<file path="config.mk">
export PLATFORM = sky130hd
export DESIGN_NAME = segment_lcd_frame_writer
export DESIGN_NICKNAME = d
export VERILOG_FILES = /design/src/sv/lcdfw_pkg.sv /design/src/sv/segment_lcd_frame_writer.sv /design/src/sv/lcdfw_front.sv /design/src/sv/lcdfw_jobq.sv /design/src/sv/lcdfw_back.sv
export SDC_FILE = /design/constraint.sdc
export NUM_CORES = 1
export LEC_CHECK = 0
export BUFFER_PORTS_ARGS = -buffer_cell sky130_fd_sc_hd__buf_4
export CELL_PAD_IN_SITES_DETAIL_PLACEMENT = 1
export CELL_PAD_IN_SITES_GLOBAL_PLACEMENT = 2
export CORE_ASPECT_RATIO = 0.7
export CORE_UTILIZATION = 40
export CTS_BUF_LIST = sky130_fd_sc_hd__clkbuf_2
export CTS_CLUSTER_DIAMETER = 50
export DETAILED_ROUTE_END_ITERATION = 8
export PLACE_DENSITY_LB_ADDON = 0.1
export SKIP_LAST_GASP = 1
export SYNTH_ARGS = -nofsm -noshare
export SYNTH_HDL_FRONTEND = slang
export SYNTH_SLANG_ARGS = --single-unit
</file>
<file path="constraint.sdc">
create_clock -name clk_i -period 6.7 [get_ports clk_i]
set_clock_uncertainty 0.15 [all_clocks]
set_input_delay 0.335 -clock clk_i [delete_from_list [all_inputs] [get_ports clk_i]]
set_output_delay 0.335 -clock clk_i [all_outputs]
set_load 0.03 [all_outputs]
</file>
<file path="src/sv/lcdfw_pkg.sv">
`timescale 1ns / 1ps
// Shared types, constants and the character-to-segment table for the
// segment LCD frame writer. No dependencies.
package lcdfw_pkg;

  localparam int unsigned Digits         = 6;
  localparam int unsigned DefClearFrames = 16;
  localparam int unsigned FrameW         = 17;
  localparam int unsigned LenW           = 5;
  localparam int unsigned AddrW          = 6;
  localparam int unsigned ByteIdxW       = $clog2(Digits);

  localparam logic [LenW-1:0] LenCmd  = LenW'(12);
  localparam logic [LenW-1:0] LenData = LenW'(17);

  localparam logic [3:0] CmdPrefix  = 4'b1000;
  localparam logic [2:0] DataPrefix = 3'b101;

  typedef enum logic [2:0] {
    MODE_CMD     = 3'd0,
    MODE_CHAR    = 3'd1,
    MODE_BATT    = 3'd2,
    MODE_DP      = 3'd3,
    MODE_REFRESH = 3'd4,
    MODE_CLEAR   = 3'd5
  } mode_e;

  typedef enum logic [1:0] {
    JOB_CMD     = 2'd0,
    JOB_REFRESH = 2'd1,
    JOB_CLEAR   = 2'd2
  } job_kind_e;

  // One unit of work for the frame generator; refresh jobs carry a copy
  // of the buffer taken when the item was accepted.
  typedef struct packed {
    job_kind_e                 kind;
    logic [7:0]                code;
    logic [Digits-1:0][7:0]    bytes;
  } job_t;

  function automatic logic [6:0] seg_pattern(input logic [7:0] ch);
    logic [6:0] pat;
    case (ch)
      8'h2A: pat = 7'h33; // '*'
      8'h7C: pat = 7'h05; // '|'
      8'h2D: pat = 7'h02; // '-'
      8'h5F: pat = 7'h08; // '_'
      8'h30: pat = 7'h7D;
      8'h31: pat = 7'h60;
      8'h32: pat = 7'h3E;
      8'h33: pat = 7'h7A;
      8'h34: pat = 7'h63;
      8'h35: pat = 7'h5B;
      8'h36: pat = 7'h5F;
      8'h37: pat = 7'h70;
      8'h38: pat = 7'h7F;
      8'h39: pat = 7'h7B;
      8'h41: pat = 7'h77; // 'A'
      8'h62: pat = 7'h4F; // 'b'
      8'h63: pat = 7'h0E; // 'c'
      8'h43: pat = 7'h1D; // 'C'
      8'h64: pat = 7'h6E; // 'd'
      8'h65: pat = 7'h0E; // 'e'
      8'h45: pat = 7'h1F; // 'E'
      8'h66: pat = 7'h07; // 'f'
      8'h46: pat = 7'h17; // 'F'
      8'h47: pat = 7'h5F; // 'G'
      8'h68: pat = 7'h47; // 'h'
      8'h48: pat = 7'h67; // 'H'
      8'h69: pat = 7'h40; // 'i'
      8'h49: pat = 7'h60; // 'I'
      8'h4A: pat = 7'h68; // 'J'
      8'h6C: pat = 7'h60; // 'l'
      8'h4C: pat = 7'h0D; // 'L'
      8'h4D: pat = 7'h75; // 'M'
      8'h6E: pat = 7'h46; // 'n'
      8'h6F: pat = 7'h4E; // 'o'
      8'h4F: pat = 7'h7D; // 'O'
      8'h50: pat = 7'h37; // 'P'
      8'h72: pat = 7'h06; // 'r'
      8'h53: pat = 7'h5B; // 'S'
      8'h74: pat = 7'h0F; // 't'
      8'h75: pat = 7'h4C; // 'u'
      8'h55: pat = 7'h6D; // 'U'
      8'h59: pat = 7'h6B; // 'Y'
      default: pat = 7'h00;
    endcase
    return pat;
  endfunction

endpackage

</file>
<file path="src/sv/segment_lcd_frame_writer.sv">
`timescale 1ns / 1ps
// Segment LCD frame writer top level: front end, job queue, frame generator.
// A frame producing item passes the job queue and the job register, then its
// frames enter the result register, one per cycle while it is empty or popped;
// the generator fetches each job from the two-entry job queue in its idle state.
// Buffer updates take effect in the accept cycle; reset clears the buffer and
// empties the job queue and the result register.
module segment_lcd_frame_writer #(
  parameter int unsigned ClearFrames = lcdfw_pkg::DefClearFrames
) (
  input  logic                         clk_i,
  input  logic                         rst_ni,
  input  logic                         push,
  output logic                         full,
  input  logic [2:0]                   mode_i,
  input  logic [7:0]                   command_code_i,
  input  logic [2:0]                   digit_position_i,
  input  logic [7:0]                   character_code_i,
  input  logic [1:0]                   battery_level_i,
  input  logic [1:0]                   decimal_digits_i,
  output logic                         empty,
  input  logic                         pop,
  output logic [lcdfw_pkg::FrameW-1:0] frame_bits_o,
  output logic [lcdfw_pkg::LenW-1:0]   frame_length_o,
  output logic                         last_o
);
  import lcdfw_pkg::*;

  job_t job_in, job_out;
  logic job_push, job_pop, jobq_empty;

  lcdfw_front u_front (
    .clk_i            (clk_i),
    .rst_ni           (rst_ni),
    .push_i           (push),
    .mode_i           (mode_i),
    .command_code_i   (command_code_i),
    .digit_position_i (digit_position_i),
    .character_code_i (character_code_i),
    .battery_level_i  (battery_level_i),
    .decimal_digits_i (decimal_digits_i),
    .jobq_full_i      (full),
    .job_push_o       (job_push),
    .job_o            (job_in)
  );

  lcdfw_jobq u_jobq (
    .clk_i   (clk_i),
    .rst_ni  (rst_ni),
    .push_i  (job_push),
    .data_i  (job_in),
    .full_o  (full),
    .pop_i   (job_pop),
    .empty_o (jobq_empty),
    .data_o  (job_out)
  );

  lcdfw_back #(
    .ClearFrames (ClearFrames)
  ) u_back (
    .clk_i          (clk_i),
    .rst_ni         (rst_ni),
    .jobq_empty_i   (jobq_empty),
    .job_i          (job_out),
    .jobq_pop_o     (job_pop),
    .empty_o        (empty),
    .pop_i          (pop),
    .frame_bits_o   (frame_bits_o),
    .frame_length_o (frame_length_o),
    .last_o         (last_o)
  );

endmodule

</file>
<file path="src/sv/lcdfw_front.sv">
`timescale 1ns / 1ps
// Front end: accepts items, keeps the segment buffer and turns frame
// producing items into jobs. Depends on lcdfw_pkg.
module lcdfw_front (
  input  logic                clk_i,
  input  logic                rst_ni,
  input  logic                push_i,
  input  logic [2:0]          mode_i,
  input  logic [7:0]          command_code_i,
  input  logic [2:0]          digit_position_i,
  input  logic [7:0]          character_code_i,
  input  logic [1:0]          battery_level_i,
  input  logic [1:0]          decimal_digits_i,
  input  logic                jobq_full_i,
  output logic                job_push_o,
  output lcdfw_pkg::job_t     job_o
);
  import lcdfw_pkg::*;

  logic [Digits-1:0][7:0] seg_q, seg_d;
  logic                   accept;

  assign accept = push_i && !jobq_full_i;

  always_comb begin
    seg_d      = seg_q;
    job_push_o = 1'b0;
    job_o.kind = JOB_CMD;
    job_o.code = command_code_i;
    if (accept) begin
      case (mode_i)
        MODE_CMD: begin
          job_push_o = 1'b1;
        end
        MODE_CHAR: begin
          if (digit_position_i < 3'(Digits)) begin
            seg_d[digit_position_i][6:0] = seg_pattern(character_code_i);
          end
        end
        MODE_BATT: begin
          seg_d[0][7] = (battery_level_i == 2'd3);
          seg_d[1][7] = (battery_level_i >= 2'd2);
          seg_d[2][7] = (battery_level_i != 2'd0);
          job_push_o  = 1'b1;
          job_o.kind  = JOB_REFRESH;
        end
        MODE_DP: begin
          // d digits after the point lights bit 7 of byte 6-d
          seg_d[3][7] = (decimal_digits_i == 2'd3);
          seg_d[4][7] = (decimal_digits_i == 2'd2);
          seg_d[5][7] = (decimal_digits_i == 2'd1);
        end
        MODE_REFRESH: begin
          job_push_o = 1'b1;
          job_o.kind = JOB_REFRESH;
        end
        MODE_CLEAR: begin
          job_push_o = 1'b1;
          job_o.kind = JOB_CLEAR;
        end
        default: ;
      endcase
    end
    job_o.bytes = seg_d;
  end

  always_ff @(posedge clk_i or negedge rst_ni) begin
    if (!rst_ni) begin
      seg_q <= '0;
    end else begin
      seg_q <= seg_d;
    end
  end

endmodule

</file>
<file path="src/sv/lcdfw_jobq.sv">
`timescale 1ns / 1ps
// Two-entry job queue between the front end and the frame generator.
// Depends on lcdfw_pkg.
module lcdfw_jobq (
  input  logic            clk_i,
  input  logic            rst_ni,
  input  logic            push_i,
  input  lcdfw_pkg::job_t data_i,
  output logic            full_o,
  input  logic            pop_i,
  output logic            empty_o,
  output lcdfw_pkg::job_t data_o
);
  import lcdfw_pkg::*;

  job_t       mem_q [2];
  logic       wr_ptr_q, rd_ptr_q;
  logic [1:0] count_q;

  assign full_o  = (count_q == 2'd2);
  assign empty_o = (count_q == 2'd0);
  assign data_o  = mem_q[rd_ptr_q];

  always_ff @(posedge clk_i) begin
    if (push_i && !full_o) begin
      mem_q[wr_ptr_q] <= data_i;
    end
  end

  always_ff @(posedge clk_i or negedge rst_ni) begin
    if (!rst_ni) begin
      wr_ptr_q <= 1'b0;
      rd_ptr_q <= 1'b0;
      count_q  <= 2'd0;
    end else begin
      if (push_i && !full_o) begin
        wr_ptr_q <= !wr_ptr_q;
      end
      if (pop_i && !empty_o) begin
        rd_ptr_q <= !rd_ptr_q;
      end
      count_q <= count_q + 2'(push_i && !full_o) - 2'(pop_i && !empty_o);
    end
  end

`ifndef ASSERT_OFF
  a_count_bound: assert property (@(posedge clk_i) disable iff (!rst_ni)
    count_q <= 2'd2) else $error("job queue count out of range");
  a_ptr_match: assert property (@(posedge clk_i) disable iff (!rst_ni)
    (count_q == 2'd0 || count_q == 2'd2) |-> (wr_ptr_q == rd_ptr_q))
    else $error("job queue pointers disagree with count");
  a_no_overflow: assert property (@(posedge clk_i) disable iff (!rst_ni)
    full_o && !pop_i |=> full_o) else $error("job queue lost an entry");
`endif

endmodule

</file>
<file path="src/sv/lcdfw_back.sv">
`timescale 1ns / 1ps
// Frame generator: takes jobs from the queue and emits one frame per cycle
// into the result register while it is empty or popped. Depends on lcdfw_pkg.
module lcdfw_back #(
  parameter int unsigned ClearFrames = lcdfw_pkg::DefClearFrames
) (
  input  logic                           clk_i,
  input  logic                           rst_ni,
  input  logic                           jobq_empty_i,
  input  lcdfw_pkg::job_t                job_i,
  output logic                           jobq_pop_o,
  output logic                           empty_o,
  input  logic                           pop_i,
  output logic [lcdfw_pkg::FrameW-1:0]   frame_bits_o,
  output logic [lcdfw_pkg::LenW-1:0]     frame_length_o,
  output logic                           last_o
);
  import lcdfw_pkg::*;

  localparam int unsigned MaxFrames = (ClearFrames > Digits) ? ClearFrames : Digits;
  localparam int unsigned CntW      = $clog2(MaxFrames);
  localparam logic [CntW-1:0] LastRefresh = CntW'(Digits - 1);
  localparam logic [CntW-1:0] LastClear   = CntW'(ClearFrames - 1);

  typedef enum logic [1:0] {
    ST_IDLE = 2'b01,
    ST_RUN  = 2'b10
  } state_e;

  state_e              state_q, state_d;
  job_t                job_q;
  logic [CntW-1:0]     cnt_q, cnt_d;
  logic                ovalid_q, ovalid_d;
  logic [FrameW-1:0]   frame_q, frame_d;
  logic [LenW-1:0]     len_q, len_d;
  logic                last_q, last_d;
  logic                load;
  logic [AddrW-1:0]    addr;
  logic [ByteIdxW-1:0] byte_idx;

  assign jobq_pop_o = (state_q == ST_IDLE) && !jobq_empty_i;
  assign load       = (state_q == ST_RUN) && (!ovalid_q || pop_i);
  assign addr       = AddrW'({cnt_q, 1'b0});
  // refresh frame k carries buffer byte Digits-1-k
  assign byte_idx   = ByteIdxW'(Digits - 1) - cnt_q[ByteIdxW-1:0];

  always_comb begin
    state_d  = state_q;
    cnt_d    = cnt_q;
    ovalid_d = ovalid_q && !pop_i;
    frame_d  = frame_q;
    len_d    = len_q;
    last_d   = last_q;
    case (state_q)
      ST_IDLE: begin
        if (jobq_pop_o) begin
          state_d = ST_RUN;
          cnt_d   = '0;
        end
      end
      ST_RUN: begin
        if (load) begin
          ovalid_d = 1'b1;
          case (job_q.kind)
            JOB_CMD: begin
              frame_d = FrameW'({CmdPrefix, job_q.code});
              len_d   = LenCmd;
              last_d  = 1'b1;
            end
            JOB_REFRESH: begin
              frame_d = {DataPrefix, addr, job_q.bytes[byte_idx]};
              len_d   = LenData;
              last_d  = (cnt_q == LastRefresh);
            end
            default: begin
              frame_d = {DataPrefix, addr, 8'h00};
              len_d   = LenData;
              last_d  = (cnt_q == LastClear);
            end
          endcase
          if (last_d) begin
            state_d = ST_IDLE;
          end else begin
            cnt_d = cnt_q + 1'b1;
          end
        end
      end
      default: state_d = ST_IDLE;
    endcase
  end

  always_ff @(posedge clk_i) begin
    if (jobq_pop_o) begin
      job_q <= job_i;
    end
    if (load) begin
      frame_q <= frame_d;
      len_q   <= len_d;
      last_q  <= last_d;
    end
  end

  always_ff @(posedge clk_i or negedge rst_ni) begin
    if (!rst_ni) begin
      state_q  <= ST_IDLE;
      cnt_q    <= '0;
      ovalid_q <= 1'b0;
    end else begin
      state_q  <= state_d;
      cnt_q    <= cnt_d;
      ovalid_q <= ovalid_d;
    end
  end

  assign empty_o        = !ovalid_q;
  assign frame_bits_o   = frame_q;
  assign frame_length_o = len_q;
  assign last_o         = last_q;

`ifndef ASSERT_OFF
  a_len_legal: assert property (@(posedge clk_i) disable iff (!rst_ni)
    ovalid_q |-> (len_q == LenCmd || len_q == LenData))
    else $error("illegal frame length");
  a_cnt_bound: assert property (@(posedge clk_i) disable iff (!rst_ni)
    (state_q == ST_RUN && job_q.kind == JOB_REFRESH) |-> (cnt_q <= LastRefresh))
    else $error("refresh counter overran");
  a_last_ends_job: assert property (@(posedge clk_i) disable iff (!rst_ni)
    (load && last_d) |=> (state_q == ST_IDLE && ovalid_q && last_q))
    else $error("job did not end on its last frame");
`endif

endmodule
</file>
==> flow_summary_export.csv <==
group,metric,value,unit
grt,grt_pass1_wl,37100,um
clock_tree,tritoncts,"built",
worst_setup_path,crit_buf_inv,0,
power,clock_power_share,0.219,
sta,worst_pin_slew,0.943,ns
sta,rsz0062_at_grt,"false",
clock_tree,cts.clk_slew.worst_paths,0.11,ns
die,die_h,138,um
power,ir_drop,0.202,mV
power,leakagePower,4.68,nW
sta,setup_viol,0,
clock_tree,cts_buffers,57,
worst_setup_path,start_kind,"flop",
power,p_seq_frac,0.541,
finish,layout-drive-gt1-share,0.334,
sta,slew_headroom,0.372,
synth,synth_edf_count,190,
sta,max_freq,379,MHz
placed_design,placed_area,0.0111,mm2
synth,synth-seq-cells,249,
clock_tree,cts_setup_buffers,0,
grt,grt_antenna_before_repair,0,
worst_setup_path,path_max_fanout,11,
routing,post-route-drc-count,0,
synth,ys_seq_area_frac,0.684,
synth,avgSynthCellArea,16.0,um2
grt,grt-ovfl-total,0,
power,power.total,4.40,mW
synth,synth_area,0.0105,mm2
routing,ant_nets,0,
grt,grt_pass1_vias,6349,
die,die_area,0.0269,mm2
die,core_area,0.0257,mm2
synth,yosys.area.top_type,"edfxtp_1",
routing,drt_iter0_markers,289,
routing,firstDrtPassIters,4,
clock_tree,ctsHtreeMaxLevel,2,
clock_tree,cts_root_buffer,"clkbuf_2",
clock_tree,cts_buffer_depth,3,
clock_tree,cts.sinks,249,
worst_setup_path,path_cells,"nand2b_2 -> nand2_2 -> or4b_1 -> o41ai_1",
finish,area_growth,14.7,%
sta,post-route-min-period,2.64,ns
finish,final_area,0.0120,mm2
flow_run,max-cap-violations,0,
die,initial_core_util,0.408,
finish,diodes,0,
die,pin_count,55,
sta,whs,0.0994,ns
sta,setup-tns-final,0,ns
outcome,status,"complete, no violations",
power,power.internal,2.98,mW
power,switching_share,0.323,
routing,wl_per_cell,21.1,um
worst_setup_path,crit_path_end_kind,"flop",
synth,ys_async_sr_fraction,0.237,
routing,finalWirelength,24300,um
synth,synth_flop_cell,"edfxtp_1",
power,switchingPower,1.42,mW
placed_design,dpl.hpwl,14500,um
clock_tree,ctsHoldBuffers,40,
finish,layout.nets,817,
worst_setup_path,cp_top_family,"simple AND/OR/NAND/NOR gates",
routing,via_count,5974,
grt,grt_use_total,0.185,
grt,grt_max_degree,61,
synth,synthCells,656,
synth,synth_area_leaders,"edfxtp_1 54%, dfrtp_1 14%, mux2_2 9.3%",
synth,synth_top_area_share,0.544,
synth,yosys_warnings,0,
sta,final_max_slew_viol_count,0,
sta,timing.final.crit_share,0.394,
worst_setup_path,setup.worst_path.class,"reg2reg",
placed_design,place.port_buffers,50,
sta,hold_viol,0,
power,powerDensity,365,mW/mm2
power,p_comb_frac,0.240,
worst_setup_path,cpMaxStageDelayCell,"or4b_1",
worst_setup_path,cp.arrival,3.04,ns
worst_setup_path,crit_required,7.10,ns
synth,ys_types,69,
die,die_x,196,um
worst_hold_path,min_path_type,"in2reg",
worst_setup_path,slowest_delay,0.88,ns
routing,detail_route.vias_per_cell,5.19,
placed_design,gp_congestion,0.845,
clock_tree,insertion_delay,0.84,ns
die,rows,49,
clock_tree,ctsResizeCount,0,
per-stage QoR:
stage | setup slack, ns | instances | util
after global routing | 3.90 | 1152 | 0.468
after CTS | 4.04 | 1152 | 0.468
after floorplan | 2.85 | 659 | -
after global placement | 3.64 | 1004 | 0.431
after detailed placement | 3.51 | 1004 | 0.431
final | 4.06 | 1152 | 0.468
layout make-up:
cell class | count | area [um2]
repair buffers | 95 | 831
fillers | 2613 | 13700
clock inverters | 11 | 43.8
flip-flops and latches | 249 | 7190
inverters | 22 | 82.6
well taps | 331 | 414
multi-input cells | 347 | 3000
clock buffers | 97 | 485
logic make-up (layout without fill, tap and decap cells):
group,Yosys count,count (layout),share of synthesized area
XOR/XNOR,9,9,0.00751
other,1,4,0.000357
AO/OA/AOI/OAI,91,91,0.0677
buffers and inverters,63,225,0.0322
adder cells (fa/ha/maj),15,15,0.0179
flip-flops,249,249,0.684
multiplexers,109,109,0.127
AND/OR/NAND/NOR,119,119,0.0631
power groups by stage:
stage               registers [mW]  logic, mW  clock network (mW)
floorplan                     2.30      0.760                   0
global placement              2.41       1.02                   0
detailed placement            2.42       1.04                   0
CTS                           2.39       1.07                1.01
global route                  2.42       1.14                1.09
finish                        2.38       1.06               0.963
worst register-to-register path, stage by stage (launching register included):
cell	delay [ns]
dfrtp_1	0.43
nand2b_2	0.12
nand2_2	0.17
or4b_1	0.88
o41ai_1	0.60
sequential cells by signal (all words and copies together) (netlist names):
| name | cells |
|---|---|
| u_jobq.mem_q | 116 |
| u_back.job_q | 58 |
| u_front.seg_q | 48 |
| u_back.frame_bits_o | 13 |
| u_back.cnt_q | 4 |
| u_back.frame_length_o | 2 |
| u_back.state_q | 2 |
| u_jobq.count_q | 2 |
| u_back.last_o | 1 |
| u_back.ovalid_q | 1 |
| u_jobq.rd_ptr_q | 1 |
| u_jobq.wr_ptr_q | 1 |
metal layers:
metal | global-route usage | routed length, um | vias up
li1 | - | - | 2761
met4 | 0.0481 | 275 | 0
met3 | 0.0463 | 1210 | 31
met2 | 0.273 | 10600 | 126
met5 | 0 | 0 | -
met1 | 0.272 | 12200 | 3056
cell usage after synthesis, drive strengths merged (5+ instances only):
master  number
a21oi       12
a22oi        8
xnor2        6
mux2        94
inv         22
nand2       28
a211oi       8
mux2i        5
edfxtp     190
buf         30
o21ai       12
ha          15
clkbuf      11
nor2b        7
nand2b      16
o31ai        8
o41ai        7
a22o         7
nand3        8
dfrtp       58
mux4        10
nor2        27
cells in the final DEF (no fill, tap or decap), types with 3 or more instances in the layout:
master,Yosys,final
dlygate4sd3_1,0,39
nor2b_1,7,7
o31ai_1,8,8
ha_1,15,15
a21oi_1,12,12
conb_1,1,4
mux2_1,7,7
clkbuf_2,0,97
o41ai_1,4,4
xor2_1,3,3
o41ai_2,3,3
a211oi_1,8,8
nand2b_1,15,15
nor3_1,3,3
or2_2,4,4
a22o_1,6,6
o21ai_0,10,10
xnor2_1,6,6
mux2i_1,5,5
mux4_2,10,10
a211o_1,3,3
nand2_1,27,27
clkinv_1,0,8
inv_1,22,21
o211ai_1,4,4
a22oi_1,8,8
dfrtp_1,58,57
mux2_2,87,87
nand3_1,8,8
or4_1,4,4
nor2_1,27,26
buf_4,11,55
nand3b_1,3,3
edfxtp_1,190,190
final timing paths:
kind                       slack, ns  cells after the start                         from                       endpoint
max                             4.06                      4  u_jobq.count_q[1]$_DFF_PN0_  u_jobq.mem_q[1][26]$_DFFE_PP_
min                              0.1                      4          character_code_i[4]    u_front.seg_q[30]$_DFF_PN0_
max reg2reg                     4.06                      4  u_jobq.count_q[1]$_DFF_PN0_  u_jobq.mem_q[1][26]$_DFFE_PP_
min reg2reg                     0.35                      2  u_front.seg_q[18]$_DFF_PN0_    u_front.seg_q[18]$_DFF_PN0_
max in group asynchronous       5.53                      4                       rst_ni    u_front.seg_q[27]$_DFF_PN0_
min in group asynchronous       0.29                      3                       rst_ni    u_front.seg_q[31]$_DFF_PN0_
No activity file was read; power rests on OpenSTA's default activity.
